### config.mk
export PLATFORM = sky130hd
export DESIGN_NAME = pdmfir_ctrl
export DESIGN_NICKNAME = d
export VERILOG_FILES = /design/src/rtl/pdm_to_pcm_fir_decimator_unit_assert.svh /design/src/rtl/pdmfir_pkg.sv /design/src/rtl/pdmfir_ctrl.sv
export SDC_FILE = /design/constraint.sdc
export NUM_CORES = 1
export LEC_CHECK = 0
export BUFFER_PORTS_ARGS = -buffer_cell sky130_fd_sc_hd__clkbuf_2
export CAP_MARGIN = 25
export CELL_PAD_IN_SITES_DETAIL_PLACEMENT = 1
export CELL_PAD_IN_SITES_GLOBAL_PLACEMENT = 1
export CORE_MARGIN = 2
export CORE_UTILIZATION = 40
export DETAILED_ROUTE_END_ITERATION = 10
export PLACE_DENSITY = 0.79
export REMOVE_ABC_BUFFERS = 1
export SLEW_MARGIN = 25
export SYNTH_ARGS = -nofsm -noshare
export SYNTH_HDL_FRONTEND = slang
export SYNTH_SLANG_ARGS = --single-unit
export TNS_END_PERCENT = 5
### constraint.sdc
create_clock -name clk -period 3 [get_ports clk]
set_input_delay 0.3 -clock clk [delete_from_list [all_inputs] [get_ports clk]]
set_output_delay 0.3 -clock clk [all_outputs]
set_load 0.02 [all_outputs]
### src/rtl/pdm_to_pcm_fir_decimator_unit_assert.svh
// Assertion macros for the PDM to PCM FIR decimator.
// Expects signals named clk and rst_n in the including scope.
`ifndef PDM_TO_PCM_FIR_DECIMATOR_UNIT_ASSERT_SVH
`define PDM_TO_PCM_FIR_DECIMATOR_UNIT_ASSERT_SVH

// Same-cycle implication, checked outside reset.
`define PDMFIR_ASSERT_IMP(name, ante, cons, msg) \
    name: assert property (@(posedge clk) disable iff (!rst_n) (ante) |-> (cons)) \
        else $error(msg);

// Next-cycle implication, checked outside reset.
`define PDMFIR_ASSERT_NEXT(name, ante, cons, msg) \
    name: assert property (@(posedge clk) disable iff (!rst_n) (ante) |=> (cons)) \
        else $error(msg);

`endif

### src/rtl/pdmfir_pkg.sv
// Package for the PDM to PCM FIR decimator: sizes, codes and the
// command and status structs shared by the controller and the datapath.
// No dependencies.
package pdmfir_pkg;

    localparam int TAPS       = 256;
    localparam int DECIMATION = 64;
    localparam int COEF_WIDTH = 16;

    localparam int WORD_BITS   = 16;
    localparam int SAMPLE_W    = 16;
    localparam int COEF_IDX_W  = 8;
    localparam int COEF_VAL_W  = 16;
    localparam int PCM_W       = 24;
    localparam int SHIFT_W     = 5;

    localparam int TAP_AW      = $clog2(TAPS);
    localparam int MAC_CNT_W   = $clog2(TAPS + 2);
    localparam int BIT_CNT_W   = $clog2(WORD_BITS + 1);
    localparam int PHASE_W     = $clog2(DECIMATION);
    localparam int PROD_W      = COEF_WIDTH + SAMPLE_W;
    localparam int ACC_W       = PROD_W + $clog2(TAPS);

    localparam logic FUNC_COEF = 1'b0;
    localparam logic FUNC_PDM  = 1'b1;

    localparam logic [SHIFT_W-1:0] OUTPUT_SHIFT_RESET = SHIFT_W'(15);

    localparam logic signed [SAMPLE_W-1:0] SAMPLE_HIGH = 16'sh7FFF;
    localparam logic signed [SAMPLE_W-1:0] SAMPLE_LOW  = 16'sh8000;
    localparam logic signed [SAMPLE_W-1:0] SAMPLE_NONE = '0;

    localparam logic signed [PCM_W-1:0] PCM_MAX = 24'sh7FFFFF;
    localparam logic signed [PCM_W-1:0] PCM_MIN = 24'sh800000;
    localparam logic signed [ACC_W-1:0] PCM_MAX_ACC = ACC_W'(PCM_MAX);
    localparam logic signed [ACC_W-1:0] PCM_MIN_ACC = ACC_W'(PCM_MIN);

    typedef struct packed {
        logic              coef_we;
        logic              load_word;
        logic              shift_bit;
        logic              acc_clear;
        logic              mac_issue;
        logic [TAP_AW-1:0] mac_addr;
        logic              load_result;
    } pdmfir_cmd_t;

    typedef struct packed {
        logic out_busy;
    } pdmfir_sts_t;

endpackage

### src/rtl/pdmfir_ctrl.sv
// Controller of the PDM to PCM FIR decimator: sequences bit shifts,
// the multiply-accumulate sweep and result hand-off. Depends on pdmfir_pkg.
module pdmfir_ctrl
    import pdmfir_pkg::*;
(
    input  logic        clk,
    input  logic        rst_n,
    input  logic        in_valid,
    input  logic        in_func,
    output logic        in_ready,
    input  pdmfir_sts_t sts,
    output pdmfir_cmd_t cmd
);

    typedef enum logic [1:0] {
        S_IDLE,
        S_BITS,
        S_MAC,
        S_RESULT
    } state_t;

    state_t                 state_reg, state_next;
    logic [BIT_CNT_W-1:0]   bits_reg, bits_next;
    logic [PHASE_W-1:0]     phase_reg, phase_next;
    logic [MAC_CNT_W-1:0]   cnt_reg, cnt_next;
    logic [BIT_CNT_W-1:0]   bits_inc;
    logic [PHASE_W:0]       phase_inc;

    assign bits_inc  = bits_reg + BIT_CNT_W'(1);
    assign phase_inc = {1'b0, phase_reg} + (PHASE_W + 1)'(1);
    assign in_ready  = (state_reg == S_IDLE);

    always_comb
    begin
        state_next = state_reg;
        bits_next  = bits_reg;
        phase_next = phase_reg;
        cnt_next   = cnt_reg;
        cmd        = '0;
        case (state_reg)
            S_IDLE:
            begin
                if (in_valid)
                begin
                    if (in_func == FUNC_PDM)
                    begin
                        cmd.load_word = 1'b1;
                        bits_next     = '0;
                        state_next    = S_BITS;
                    end
                    else
                    begin
                        cmd.coef_we = 1'b1;
                    end
                end
            end
            S_BITS:
            begin
                cmd.shift_bit = 1'b1;
                bits_next     = bits_inc;
                if (phase_inc == (PHASE_W + 1)'(DECIMATION))
                begin
                    phase_next = '0;
                    cnt_next   = '0;
                    state_next = S_MAC;
                end
                else
                begin
                    phase_next = phase_inc[PHASE_W-1:0];
                    if (bits_inc == BIT_CNT_W'(WORD_BITS))
                    begin
                        state_next = S_IDLE;
                    end
                end
            end
            S_MAC:
            begin
                if (cnt_reg < MAC_CNT_W'(TAPS))
                begin
                    cmd.mac_issue = 1'b1;
                    cmd.mac_addr  = cnt_reg[TAP_AW-1:0];
                end
                if (cnt_reg == '0)
                begin
                    cmd.acc_clear = 1'b1;
                end
                if (cnt_reg == MAC_CNT_W'(TAPS + 1))
                begin
                    state_next = S_RESULT;
                end
                else
                begin
                    cnt_next = cnt_reg + MAC_CNT_W'(1);
                end
            end
            S_RESULT:
            begin
                if (!sts.out_busy)
                begin
                    cmd.load_result = 1'b1;
                    state_next = (bits_reg == BIT_CNT_W'(WORD_BITS)) ? S_IDLE : S_BITS;
                end
            end
            default:
            begin
                state_next = S_IDLE;
            end
        endcase
    end

    always_ff @(posedge clk or negedge rst_n)
    begin
        if (!rst_n)
        begin
            state_reg <= S_IDLE;
            bits_reg  <= '0;
            phase_reg <= '0;
            cnt_reg   <= '0;
        end
        else
        begin
            state_reg <= state_next;
            bits_reg  <= bits_next;
            phase_reg <= phase_next;
            cnt_reg   <= cnt_next;
        end
    end

endmodule

Word level (Yosys, flattened, before mapping):

Cells that the tools add are included.

* output and inout bits: 15
* bits of input ports: 5
* register bits: 22
* logic and storage cells: 54

* $lt $le $gt $ge: 1
* multiplexer cells: 25
* $add $sub $neg: 3
* eq/ne operators: 14
* reduce and logical (&&, ||, !) cells: 7

Operators with widths (number)
* $mux 9: 3
* $pmux 9 s2: 1
* $mux 2: 8
* $ne 2x2->1 const B: 6
* $eq 5x5->1 const B: 2
* $mux 10: 1
* $mux 5: 2
* $pmux 5 s2: 1
* $add 9x1->9 const B: 1
* $eq 9x9->1 const B: 1
* $logic_not 9->1: 1
* $lt 9x9->1 const B: 1
* $pmux 2 s4: 1
* $add 6x1->7 const B: 1
* $eq 7x7->1 const B: 1
* $mux 1: 7
* $mux 6: 1
* $reduce_and 3->1: 2
* $add 5x1->5 const B: 1
* $reduce_and 5->1: 1
* $eq 2x2->1 const B: 2
* $reduce_bool 2->1: 2
* $ne 3x3->1 const B: 1
* $eq 2x1->1 const B: 1
* $logic_not 2->1: 1

Longest topological paths before layout:

* depth after elaboration: 5
* mapped depth: 6
* gate-level depth less buffers: 6

Worst setup path after synthesis:

OpenSTA, ideal clock, no wires.

* kind: reg2out
* start point: register with a tool-made name
* end point: output port cmd[10] (netlist bit)
* stages on the path, launching flop included: 5
* arrival: 1.622 ns
* data required time: 2.700 ns
* buffers on the path: 1
* path slack: 1.078 ns
* cells stage by stage: dfrtp_1 buf_4 or2b_2 nor2_1 and4_1

RTL lines
* end, declared: RTL line pdmfir_ctrl.sv:12 `output pdmfir_cmd_t cmd`

==> impl_results.md <==
- Status: finished, final reports clean
- CTS buffer count: 3
- H-tree Lvls: 1
- Vias in the first global route: 1028
- Hpwl dp: between 2 and 2.5 mm
- Reg power frac: 49.0%
- First-pass GRT wire length: between 4 and 5 mm
- Area leader, netlist: dfrtp_1
- Antenna violations before repair: 0
- Clk sinks: 22
- Syn avg cell area: 9.426 um^2
- Clock power share: 17.3%
- Post-DRT Antenna Nets: 0
- Unrepaired setup endpoints after global routing: no
- Drt wl/cell: between 10 and 15 um
- Leak pwr: 0.6868 nW
- Die Span Y: 60.40 um
- Post-DP Area: 1404 um^2
- Share of the synthesized area in the top cell type: roughly 43%
- Layout cells sized above 1: 19.75%
- Clock Latency Late Sink: 0.32 ns
- Initial Utilization: 42.02%
- Peak supply drop: ~0.00042 V
- Kind of critical path: reg -> out
- Critical Path AT: 1.90 ns
- Worst hold path type: in -> reg
- Largest net degree at the start of global routing: 23
- Max Buffers Root-to-Sink: 2
- Crit path cell chain: or2b_2 > nor2_1 > and4_1 > clkbuf_2
- Yosys reg bits: 22
- Setup TNS: 0 ns
- Vias per inst: between 5 and 6
- Drt drc: 0
- Slew HR: 63.98%
- CP endpoint kind: primary output
- CP max-delay cell: dfrtp_1
- Die area: 3648 um^2
- Mapped Area: roughly 1300 um^2
- CTS resizes: 0
- Final setup margin: 0.7965 ns
- Yosys warns: 0
- Mapped Cells: 135
- Net Sw Frac: approximately two fifths
- DP Worst Slack: 1.125 ns
- Distinct cells, synth: 39
- Total Nets Final: 169
- DR vias: a little over 1000
- Fin crit period: 2.204 ns
- Antenna cell count: 0
- Sequential share of the synthesized area: 43.26%
- Clk root buf: clkbuf_4
- Logic pwr share: 33.7%
- Max reg flops: 9
- Period utilization: 73.45%
- Routability cong.: 0.7855
- Final Hold Fails: 0
- CTS tree: done
- Pwr dens: 669.1 nW/um^2
- NetSw: 0.0003851 W
- Data required time of the worst path: 2.70 ns
- Grt total ovfl: 0
- Drt first pass iters: 4
- Die Span X: 60.40 um
- Gr usage total: 16.85%
- Slowest stage delay, CP: between 0.5 and 0.6 ns
- Post-Route WL: 2.652 mm
- Number of placement rows: 20
- Synth area leaders: dfrtp_1 (43%), ha_1 (5.9%), nand2_1 (5.6%)
- Max Clock Freq: 453.8 MHz
- Design area: 1450 um^2
- IO Count: 20
- Core footprint: slightly above 3000 um^2
- Clock-pin slew on the worst setup and hold paths: about 0.12 ns
- Area Growth Syn to Fin: 13.96%
- Internal Power: 0.0005851 W
- Max Slew Vio Count: 0
- Buf+Inv Stages, Crit Path: 1
- Initial detailed-routing violation count: 19
- Max Cap Viol: 0
- Least-Margin Pin Slew: 0.5363 ns
- Count of input and output buffers: 19
- Clock Skews: 0.004755 ns
- Largest delay contributor family on the critical path: simple AND/OR/NAND/NOR gates
- Final Setup Violations: 0
- Crit Path Max Fanout: 11
- Critical Path Start Type: flop
[cells in the mapped netlist]
cell type	number
a21oi_1	4
mux2i_1	1
nand3_1	3
nor2_2	1
or3_1	2
nor3_1	4
and2b_2	1
buf_4	1
xnor2_1	4
or2b_2	1
nor4_1	1
and3_1	2
inv_1	6
nand4b_1	1
o21ai_0	9
a21o_1	2
a41oi_1	1
nand2b_2	1
nor3_2	1
xor2_1	8
nor2_1	10
ha_1	6
and3_2	1
and4_1	1
clkinv_1	1
and2_1	6
nand4_1	5
or2b_1	1
or4bb_1	1
nand3b_1	1
a211oi_1	1
a22o_1	1
a21o_2	1
nand2_1	19
buf_6	1
o21ai_1	1
nor4_4	1
dfrtp_1	22
nor4b_1	1
[cells by family after synthesis]
logic type / share of synthesized area [%]
xor+xnor: 8.260
mux: 0.7867
compound gates: 9.341
flops: 43.26
fa+ha+maj: 5.900
simple gates: 28.91
buf+inv: 3.540
[area by class of cell]
class	instances	area, um^2
fillers	368	1578
flip-flops and latches	22	550.5
clock buffers	4	36.28
inverters	7	26.28
well taps	44	55.05
multi-input cells	104	676.9
repair buffers	20	105.1
[metrics by stage]
stage	hold WS, ns	power [W]	utilization [%]	cells
final	0.3398	0.0009702	47.89	201
after global routing	0.3337	0.001060	47.89	201
after CTS	0.3279	0.0009857	47.89	201
after detailed placement	0.3170	0.0008145	46.36	196
after global placement	0.3141	0.0007888	46.36	196
after floorplan	0.004409	0.0007076	-	133
[power by group through the flow]
stage | clock (W) | sequential, W | combinational (W)
floorplan | 0 | 0.000455 | 0.000252
global placement | 0 | 0.000475 | 0.000314
detailed placement | 0 | 0.000481 | 0.000333
CTS | 0.000176 | 0.000474 | 0.000335
global route | 0.000185 | 0.000494 | 0.000380
finish | 0.000168 | 0.000476 | 0.000327
[layout by cell type (no fill, tap or decap), types with 3 or more instances in the layout]
cell and n:
nand2_1 19, nand3_1 3, a21oi_1 4, o21ai_0 9, ha_1 6, nand4_1 5
clkbuf_4 3, and2_1 6, xnor2_1 4, dfrtp_1 22, nor3_1 4, nor2_1 10
inv_1 6, clkbuf_2 19, xor2_1 8
[what timing repair did]
action / CTS / global route
buffers inserted: 0 / 0
endpoints found under the setup margin: 0 / 0
hold endpoints to repair: 22 / 0
hold buffers: 1 / 0
[worst paths after layout]
path / end / slack (ns) / cells after the start / startpoint
setup / recovery: cmd[10] / 0.80 / 4 / flop
hold / removal: flop / 0.34 / 3 / sts
setup reg to reg: cnt_reg[0] / 1.16 / 5 / flop
hold reg to reg: phase_reg[5] / 0.49 / 1 / phase_reg[5]
max in group asynchronous: bits_reg[1] / 2.16 / 2 / rst_n
min in group asynchronous: phase_reg[5] / 0.49 / 2 / rst_n
[layer usage]
| layer | vias to the layer above | wire, um | GRT usage, % |
|---|---|---|---|
| li1 | 513 | - | - |
| met1 | 497 | 1222 | 20.97 |
| met2 | 15 | 1344 | 29.81 |
| met3 | 2 | 58 | 1.919 |
| met4 | 0 | 27 | 6.667 |
| met5 | - | 0 | 0 |
[worst reg2reg max path, stage by stage, from the launching register on]
cell	delay (ns)
dfrtp_1	0.49
nand2b_2	0.33
nor4_4	0.58
nor2_2	0.14
nor3_2	0.15
a21o_1	0.10
No activity file was read; power rests on OpenSTA's default activity.
