<file path="src/rtl/pdm_to_pcm_fir_decimator_unit_assert.svh">
// Assertion macros for the PDM to PCM FIR decimator.
// Expects signals named clk and rst_n in the including scope.
`ifndef PDM_TO_PCM_FIR_DECIMATOR_UNIT_ASSERT_SVH
`define PDM_TO_PCM_FIR_DECIMATOR_UNIT_ASSERT_SVH

// Same-cycle implication, checked outside reset.
`define PDMFIR_ASSERT_IMP(name, ante, cons, msg) \
    name: assert property (@(posedge clk) disable iff (!rst_n) (ante) |-> (cons)) \
        else $error(msg);

// Next-cycle implication, checked outside reset.
`define PDMFIR_ASSERT_NEXT(name, ante, cons, msg) \
    name: assert property (@(posedge clk) disable iff (!rst_n) (ante) |=> (cons)) \
        else $error(msg);

`endif

</file>
<file path="src/rtl/pdmfir_pkg.sv">
// Package for the PDM to PCM FIR decimator: sizes, codes and the
// command and status structs shared by the controller and the datapath.
// No dependencies.
package pdmfir_pkg;

    localparam int TAPS       = 256;
    localparam int DECIMATION = 64;
    localparam int COEF_WIDTH = 16;

    localparam int WORD_BITS   = 16;
    localparam int SAMPLE_W    = 16;
    localparam int COEF_IDX_W  = 8;
    localparam int COEF_VAL_W  = 16;
    localparam int PCM_W       = 24;
    localparam int SHIFT_W     = 5;

    localparam int TAP_AW      = $clog2(TAPS);
    localparam int MAC_CNT_W   = $clog2(TAPS + 2);
    localparam int BIT_CNT_W   = $clog2(WORD_BITS + 1);
    localparam int PHASE_W     = $clog2(DECIMATION);
    localparam int PROD_W      = COEF_WIDTH + SAMPLE_W;
    localparam int ACC_W       = PROD_W + $clog2(TAPS);

    localparam logic FUNC_COEF = 1'b0;
    localparam logic FUNC_PDM  = 1'b1;

    localparam logic [SHIFT_W-1:0] OUTPUT_SHIFT_RESET = SHIFT_W'(15);

    localparam logic signed [SAMPLE_W-1:0] SAMPLE_HIGH = 16'sh7FFF;
    localparam logic signed [SAMPLE_W-1:0] SAMPLE_LOW  = 16'sh8000;
    localparam logic signed [SAMPLE_W-1:0] SAMPLE_NONE = '0;

    localparam logic signed [PCM_W-1:0] PCM_MAX = 24'sh7FFFFF;
    localparam logic signed [PCM_W-1:0] PCM_MIN = 24'sh800000;
    localparam logic signed [ACC_W-1:0] PCM_MAX_ACC = ACC_W'(PCM_MAX);
    localparam logic signed [ACC_W-1:0] PCM_MIN_ACC = ACC_W'(PCM_MIN);

    typedef struct packed {
        logic              coef_we;
        logic              load_word;
        logic              shift_bit;
        logic              acc_clear;
        logic              mac_issue;
        logic [TAP_AW-1:0] mac_addr;
        logic              load_result;
    } pdmfir_cmd_t;

    typedef struct packed {
        logic out_busy;
    } pdmfir_sts_t;

endpackage

</file>
<file path="src/rtl/pdmfir_if.sv">


interface pdmfir_out_if import pdmfir_pkg::*; ();
    logic                    valid;
    logic                    ready;
    logic signed [PCM_W-1:0] pcm_sample;
    logic                    saturated;

    modport source (output valid, pcm_sample, saturated, input ready);
    modport sink   (input valid, pcm_sample, saturated, output ready);
endinterface

</file>
<file path="src/rtl/pdmfir_dp.sv">
// Datapath of the PDM to PCM FIR decimator: coefficient memory, bit delay
// line, multiply-accumulate pipeline and output register. Depends on pdmfir_pkg.
module pdmfir_dp
    import pdmfir_pkg::*;
(
    input  logic                         clk,
    input  logic                         rst_n,
    input  logic                         cfg_we,
    input  logic [SHIFT_W-1:0]           cfg_wdata,
    input  logic [COEF_IDX_W-1:0]        coef_index,
    input  logic signed [COEF_VAL_W-1:0] coef_value,
    input  logic [WORD_BITS-1:0]         pdm_word,
    input  pdmfir_cmd_t                  cmd,
    output pdmfir_sts_t                  sts,
    pdmfir_out_if.source                 pcm
);

    logic signed [COEF_WIDTH-1:0] coef_mem [TAPS];
    logic signed [COEF_WIDTH-1:0] coef_rd_reg;
    logic signed [COEF_WIDTH-1:0] coef_wrapped;
    logic                         coef_in_range;

    logic [SHIFT_W-1:0]   shift_reg;
    logic [WORD_BITS-1:0] word_reg;
    logic [TAPS-1:0]      line_bit_reg;
    logic [TAPS-1:0]      line_vld_reg;
    logic                 tap_bit_reg;
    logic                 tap_vld_reg;
    logic                 stage1_vld_reg;
    logic                 stage2_vld_reg;

    logic signed [SAMPLE_W-1:0] tap_sample;
    logic signed [PROD_W-1:0]   prod_reg;
    logic signed [ACC_W-1:0]    acc_reg;
    logic signed [ACC_W-1:0]    acc_shifted;
    logic signed [PCM_W-1:0]    pcm_next;
    logic                       sat_next;

    logic                    out_valid_reg;
    logic signed [PCM_W-1:0] pcm_reg;
    logic                    sat_reg;

    assign coef_wrapped  = COEF_WIDTH'(coef_value);
    assign coef_in_range = 32'(coef_index) < 32'(TAPS);

    always_ff @(posedge clk)
    begin
        if (cmd.coef_we && coef_in_range)
        begin
            coef_mem[TAP_AW'(coef_index)] <= coef_wrapped;
        end
        if (cmd.mac_issue)
        begin
            coef_rd_reg <= coef_mem[cmd.mac_addr];
        end
    end

    // The line holds only the PDM bit of each sample; index TAPS-1 is the oldest.
    // A MAC sweep rotates the line once around, presenting each tap in turn.
    always_ff @(posedge clk or negedge rst_n)
    begin
        if (!rst_n)
        begin
            shift_reg      <= OUTPUT_SHIFT_RESET;
            line_vld_reg   <= '0;
            stage1_vld_reg <= 1'b0;
            stage2_vld_reg <= 1'b0;
            out_valid_reg  <= 1'b0;
        end
        else
        begin
            if (cfg_we)
            begin
                shift_reg <= cfg_wdata;
            end
            if (cmd.shift_bit)
            begin
                line_vld_reg <= {line_vld_reg[TAPS-2:0], 1'b1};
            end
            else if (cmd.mac_issue)
            begin
                line_vld_reg <= {line_vld_reg[TAPS-2:0], line_vld_reg[TAPS-1]};
            end
            stage1_vld_reg <= cmd.mac_issue;
            stage2_vld_reg <= stage1_vld_reg;
            if (cmd.load_result)
            begin
                out_valid_reg <= 1'b1;
            end
            else if (pcm.ready)
            begin
                out_valid_reg <= 1'b0;
            end
        end
    end

    always_ff @(posedge clk)
    begin
        if (cmd.load_word)
        begin
            word_reg <= pdm_word;
        end
        else if (cmd.shift_bit)
        begin
            word_reg <= {word_reg[WORD_BITS-2:0], 1'b0};
        end
        if (cmd.shift_bit)
        begin
            line_bit_reg <= {line_bit_reg[TAPS-2:0], word_reg[WORD_BITS-1]};
        end
        else if (cmd.mac_issue)
        begin
            line_bit_reg <= {line_bit_reg[TAPS-2:0], line_bit_reg[TAPS-1]};
        end
        if (cmd.mac_issue)
        begin
            tap_bit_reg <= line_bit_reg[TAPS-1];
            tap_vld_reg <= line_vld_reg[TAPS-1];
        end
        prod_reg <= coef_rd_reg * tap_sample;
        if (cmd.acc_clear)
        begin
            acc_reg <= '0;
        end
        else if (stage2_vld_reg)
        begin
            acc_reg <= acc_reg + ACC_W'(prod_reg);
        end
        if (cmd.load_result)
        begin
            pcm_reg <= pcm_next;
            sat_reg <= sat_next;
        end
    end

    assign tap_sample = !tap_vld_reg ? SAMPLE_NONE : (tap_bit_reg ? SAMPLE_HIGH : SAMPLE_LOW);

    assign acc_shifted = acc_reg >>> shift_reg;

    always_comb
    begin
        if (acc_shifted > PCM_MAX_ACC)
        begin
            pcm_next = PCM_MAX;
            sat_next = 1'b1;
        end
        else if (acc_shifted < PCM_MIN_ACC)
        begin
            pcm_next = PCM_MIN;
            sat_next = 1'b1;
        end
        else
        begin
            pcm_next = acc_shifted[PCM_W-1:0];
            sat_next = 1'b0;
        end
    end

    assign sts.out_busy   = out_valid_reg && !pcm.ready;
    assign pcm.valid      = out_valid_reg;
    assign pcm.pcm_sample = pcm_reg;
    assign pcm.saturated  = sat_reg;

endmodule

</file>
<file path="src/flat_wrapper.sv">
// flat-port wrapper written by rule: the top's interface ports become plain ports
module pdmfir_dp_flat import pdmfir_pkg::*;
  (clk, rst_n, cfg_we, cfg_wdata, coef_index, coef_value, pdm_word, cmd, sts, pcm_valid, pcm_pcm_sample, pcm_saturated, pcm_ready);
  pdmfir_out_if pcm_i ();
  input  logic clk;
  input  logic rst_n;
  input  logic cfg_we;
  input  logic [SHIFT_W-1:0] cfg_wdata;
  input  logic [COEF_IDX_W-1:0] coef_index;
  input  logic signed [COEF_VAL_W-1:0] coef_value;
  input  logic [WORD_BITS-1:0] pdm_word;
  input  pdmfir_cmd_t cmd;
  output pdmfir_sts_t sts;
  output wire logic [$bits(pcm_i.valid)-1:0] pcm_valid;
  output wire logic [$bits(pcm_i.pcm_sample)-1:0] pcm_pcm_sample;
  output wire logic [$bits(pcm_i.saturated)-1:0] pcm_saturated;
  input wire logic [$bits(pcm_i.ready)-1:0] pcm_ready;
  assign pcm_valid = pcm_i.valid;
  assign pcm_pcm_sample = pcm_i.pcm_sample;
  assign pcm_saturated = pcm_i.saturated;
  assign pcm_i.ready = pcm_ready;
  pdmfir_dp u_core (.clk(clk), .rst_n(rst_n), .cfg_we(cfg_we), .cfg_wdata(cfg_wdata), .coef_index(coef_index), .coef_value(coef_value), .pdm_word(pdm_word), .cmd(cmd), .sts(sts), .pcm(pcm_i));
endmodule
</file>
<file path="config.mk">
export PLATFORM = sky130hd
export DESIGN_NAME = pdmfir_dp_flat
export DESIGN_NICKNAME = d
export VERILOG_FILES = /design/src/rtl/pdm_to_pcm_fir_decimator_unit_assert.svh /design/src/rtl/pdmfir_pkg.sv /design/src/rtl/pdmfir_if.sv /design/src/rtl/pdmfir_dp.sv /design/src/flat_wrapper.sv
export SDC_FILE = /design/constraint.sdc
export NUM_CORES = 2
export LEC_CHECK = 0
export BUFFER_PORTS_ARGS = -buffer_cell sky130_fd_sc_hd__buf_2
export CELL_PAD_IN_SITES_DETAIL_PLACEMENT = 0
export CELL_PAD_IN_SITES_GLOBAL_PLACEMENT = 2
export CORE_MARGIN = 4
export CORE_UTILIZATION = 44
export CTS_CLUSTER_DIAMETER = 150
export DETAILED_ROUTE_END_ITERATION = 8
export PLACE_DENSITY = 0.68
export SKIP_LAST_GASP = 1
export SLEW_MARGIN = 30
export SYNTH_ARGS = -nofsm -noshare
export SYNTH_HDL_FRONTEND = slang
export SYNTH_SLANG_ARGS = --single-unit
</file>
<file path="constraint.sdc">
create_clock -name clk -period 14.4 [get_ports clk]
set_input_delay 2.16 -clock clk [delete_from_list [all_inputs] [get_ports clk]]
set_output_delay 2.16 -clock clk [all_outputs]
set_load 0.02 [all_outputs]
</file>
-- Word level (Yosys, flattened, before mapping)
Memory sizes are Yosys's and may differ from the RTL's. A register that Yosys moved wholly into a read port is not among the register bits.
Cells that the tools add are included.
- output and inout port bits: 27
- flip-flop bits (word level): 635
- RAM bits: 4096
- bits of input ports: 63
- memories: 1
- memory bits (read-only): 0
- latch bits: 0
- memories (memory ; depth ; bits a word ; read ports ; clocked after Yosys merged registers in ; wr ports ; RTL line ; source):
    u_core.coef_mem ; 256 ; 16 ; 1 ; 1 ; 1 ; pdmfir_dp.sv:18 ; logic signed [COEF_WIDTH-1:0] coef_mem [TAPS];
- $add $sub $neg: 1
- bitwise operators: 0
- reduce and logical (&&, ||, !) cells: 5
- divide/modulo/power cells: 0
- $lt $le $gt $ge: 2
- equality and inequality tests: 0
- $mul: 1
- shift-type cells: 1
- mux-type cells: 14
- operators with widths (kind ; number):
    256-bit 2-to-1 mux ; 4
    16-bit 2-to-1 mux ; 4
    40-bit by 32-bit adder with 40-bit output ; 1
    40-bit by 24-bit greater-than comparator with 1-bit output, second input constant ; 1
    40-bit by 24-bit < comparator with 1-bit output, second input constant ; 1
    40-bit by 5-bit >>> shifter with 40-bit output ; 1
    16-bit by 16-bit multiplier with 32-bit output ; 1
    24-bit 2-to-1 mux ; 1
    2-bit nonzero test ; 3
    1-bit 2-to-1 mux ; 5
    1-bit logical AND ; 1
    1-bit logical NOT ; 1

-- Logic depth before layout (Yosys ltp)
- depth in word-level cells: 3
- depth in mapped cells: 26
- depth with buffers taken out: 25

-- Worst setup path after synthesis
No wires, ideal clock.
- kind: input port to flip-flop
- from: input port cmd[11] (netlist bit)
- to: register u_core.line_vld_reg[246]
- setup time: 0.104 ns
- data arrival time: 10.949 ns
- setup slack: 3.347 ns
- stages: 5
- cell sequence: or2_2 clkbuf_1 clkbuf_1 clkbuf_1 mux2_2
- cells in the longest elaborated chain, start to end: 1
- elaborated cells between the ends (all ways): 2
- those cells by class: mux: 1; reduce/logical: 1
- RTL lines (element ; RTL line ; source):
    start, declared ; flat_wrapper.sv:12 ; input pdmfir_cmd_t cmd;
    256-bit 2-to-1 mux / 2-bit nonzero test (equally long branches) ; - ;
    end signal, assigned ; pdmfir_dp.sv:78 ; line_vld_reg <= {line_vld_reg[TAPS-2:0], 1'b1};
    end signal, assigned ; pdmfir_dp.sv:82 ; line_vld_reg <= {line_vld_reg[TAPS-2:0], line_vld_reg[TAPS-1]};
    end, declared ; pdmfir_dp.sv:26 ; logic [TAPS-1:0] line_vld_reg;
Parallel ways exist; a longest one is shown, timed or not.
A chain may end at the register's enable or synchronous reset.

-- Final worst setup path
- from: register u_core.tap_bit_reg
- to: register u_core.prod_reg[30]
- cells in the longest elaborated chain, start to end: 3
- RTL lines (element ; RTL line ; source):
    start, declared ; pdmfir_dp.sv:27 ; logic tap_bit_reg;
    start signal, assigned ; pdmfir_dp.sv:117 ; tap_bit_reg <= line_bit_reg[TAPS-1];
    16-bit 2-to-1 mux (2 in a row) ; pdmfir_dp.sv:136 ; assign tap_sample = !tap_vld_reg ? SAMPLE_NONE : (tap_bit_reg ? SAMPLE_HIGH : SAMPLE_LOW);
    16-bit by 16-bit multiplier with 32-bit output ; pdmfir_dp.sv:120 ; prod_reg <= coef_rd_reg * tap_sample;
    end signal, assigned ; pdmfir_dp.sv:120 ;
    end, declared ; pdmfir_dp.sv:33 ; logic signed [PROD_W-1:0] prod_reg;
Every way passes these cells.

==> metrics.yaml <==
vias: 88452
syn_inst: 8671
hold_slack_ns: 0.3495
wl_met1_mm: 194.6
cp_common_cell: "fa_1"
dr.pass1.iters: 5
clock_path_buffers: 4
p_leak_nw: 70.37
met2_length_mm: 231.0
holdPathEnd: "u_core.stage2_vld_reg"
synthTopCellsByArea: "edfxtp_1, mux4_2, dfrtp_1"
ctsResizeCount: 0
hold_class: "flip-flop to flip-flop"
ys_ff_latch: 4747
place_area_um2: 198500
fp.dieW_um: 664.1
wl_mm: 471.7
nNetsFinal: 9497
wl_met3_mm: 32.46
cp.buffers_inverters: 3
fillers: 34002
synth_edf_count: 4411
reg2reg_from: "u_core.tap_bit_reg"
cts_max_level: 5
synthToLayoutAreaGrowth_pct: 12.71
core_um2: 427900
grt_max_degree: 133
gp_congestion: 0.8189
end_kind: "flip-flop"
skew_ns: 0.08920
powerDensity_nw_per_um2: 140.3
ant_nets: 0
grt_pass1_vias: 91132
holdPathStages: 0
reg2reg_depth: 21
crit_family: "adder cells"
io_pins: 90
highest_layer: "met5"
cts_root_buf: "clkbuf_16"
cp_max_fo: 20
fmax_ghz: 0.1348
worstMarginPinSlew_ns: 1.038
crit_chain: "and2_1, nand2_1, fa_1, inv_1, fa_1, fa_1, fa_1, fa_1, inv_1, fa_1, inv_1, ha_1, nand4_1, nor2_1, nand2b_1, o211a_1, o31a_1, a21oi_1, a21o_1, a21oi_1, xnor2_1"
fp.dieH_um: 664.1
cts_buffers: 471
die_area_um2: 441000
synth_largest_area_cell: "edfxtp_1"
clkTransAtPathRegs_ns: 0.06
synth_warnings: 0
grt_overflow: 0
final_common_cell: "edfxtp_1"
finalSetupTns_ns: 0
setup_viol: 0
port_buffers: 89
grt_usage_pct: 21.26
clk_latency_ns: 1.00
yosysTopAreaCellShare_pct: 69.94
row_count: 240
cap_violations: 0
grt_first_pass_wirelength_mm: 675.8
synth.distinct_cells: 70
min_from: "u_core.stage1_vld_reg"
synth-seq-area-share_pct: 74.19
synthArstFlopShare_pct: 5.561
critPathKind: "flip-flop to flip-flop"
netlist_area_um2: 189400
drive_gt1_share_pct: 29.69
slew_headroom_pct: 30.79
cts.hold.buffers_added: 0
peakVddDrop_mv: 0.1254
finalHoldViolations: 0
worst-r2r-setup-slack_ns: 6.98
slowest_delay_ns: 0.84
largest_reg_flops: 4096
postCtsSetupRepairBufs: 0
critical_path_arrival_ns: 8.23
start_kind: "flip-flop"
timing.final.crit_share_pct: 51.52
wire_per_inst_um: 30.97
rsz0062_at_grt: "false"
fin_area_um2: 213400
total_power_w: 0.02995
via_per_inst: 5.808
min_period_ns: 7.418
antenna_found_initial: 30
yosys_most_used_dff: "edfxtp_1"
drv_slew: 0
cpMaxStageDelayCell: "fa_1"
rr_endpoint: "u_core.prod_reg[30]"
synth.avg_cell_area_um2: 21.84
drt_iter0_drc: 9936
outcome: "finished, final reports clean"
critical_path_required_ns: 15.21
start_util_pct: 44.26
cts_sinks: 4747
dp_hpwl_mm: 273.9
cts_tree: "yes"
final_cell_mix: "edfxtp_1, mux4_2, clkbuf_16"
drc_errors: 0
## worst max-delay path by stage
stage                               endpoint          startpoint  cells past startpoint  slack, ns
finish                   u_core.prod_reg[30]  u_core.tap_bit_reg                     21       6.98
global route             u_core.prod_reg[30]  u_core.tap_bit_reg                     21       6.40
CTS                      u_core.prod_reg[30]  u_core.tap_bit_reg                     21       6.88
detailed placement     u_core.coef_rd_reg[6]              cmd[1]                      8       6.63
global placement       u_core.coef_rd_reg[6]              cmd[2]                      8       6.30
floorplan           u_core.line_vld_reg[246]             cmd[11]                      5       3.35
## logic make-up after synthesis
kind of cell	share of synthesized area, %
AOI/OAI and AO/OA	1.349
other	0.003965
adders and majority gates	2.578
muxes	18.28
buffers and inverters	1.622
DFF	74.19
xor gates and xnor gates	0.3422
and+or+nand+nor	1.636
## through the flow
stage | std cells | setup WS (ns) | util [%]
2_1_floorplan | 8677 | 3.347 | -
3_3_place_gp | 14337 | 6.303 | 46.29
3_5_place_dp | 14352 | 6.632 | 46.39
4_1_cts | 15209 | 6.881 | 49.81
5_1_grt | 15218 | 6.399 | 49.87
6_report | 15230 | 6.982 | 49.88
## where the power goes
part           switching [W]  leakage, nW  internal [W]  total [W]
Combinational        0.00159         19.1       0.00109    0.00268
Sequential          0.000175         44.2        0.0154     0.0155
Clock                0.00508         7.15       0.00665     0.0117
## routing by layer
| layer | vias to the layer above | GRT usage (%) |
|---|---|---|
| li1 | 36643 | - |
| met1 | 48152 | 29.86 |
| met2 | 3024 | 34.65 |
| met3 | 631 | 3.682 |
| met4 | 2 | 5.624 |
| met5 | - | 0 |
## synthesized netlist by cell type (all sizes together) (123+ instances only)
| master | count |
|---|---|
| fa | 167 |
| mux2i | 138 |
| mux2 | 281 |
| ha | 123 |
| inv | 252 |
| edfxtp | 4411 |
| buf | 208 |
| mux4 | 1335 |
| nor2 | 376 |
| clkbuf | 248 |
| nand2 | 126 |
| dfrtp | 260 |
## cell type report
type	instances	area [µm²]	share of cell area (%)
Tap cell	5687	7116	3.334
Timing Repair Buffer	450	3889	1.822
Sequential cell	4747	140500	65.83
Clock inverter	276	2302	1.079
Clock buffer	581	12330	5.779
Inverter	253	949.7	0.4449
Multi-Input combinational cell	3221	46310	21.70
Antenna cell	15	37.54	0.01759
Power figures use the tool's default switching activity.
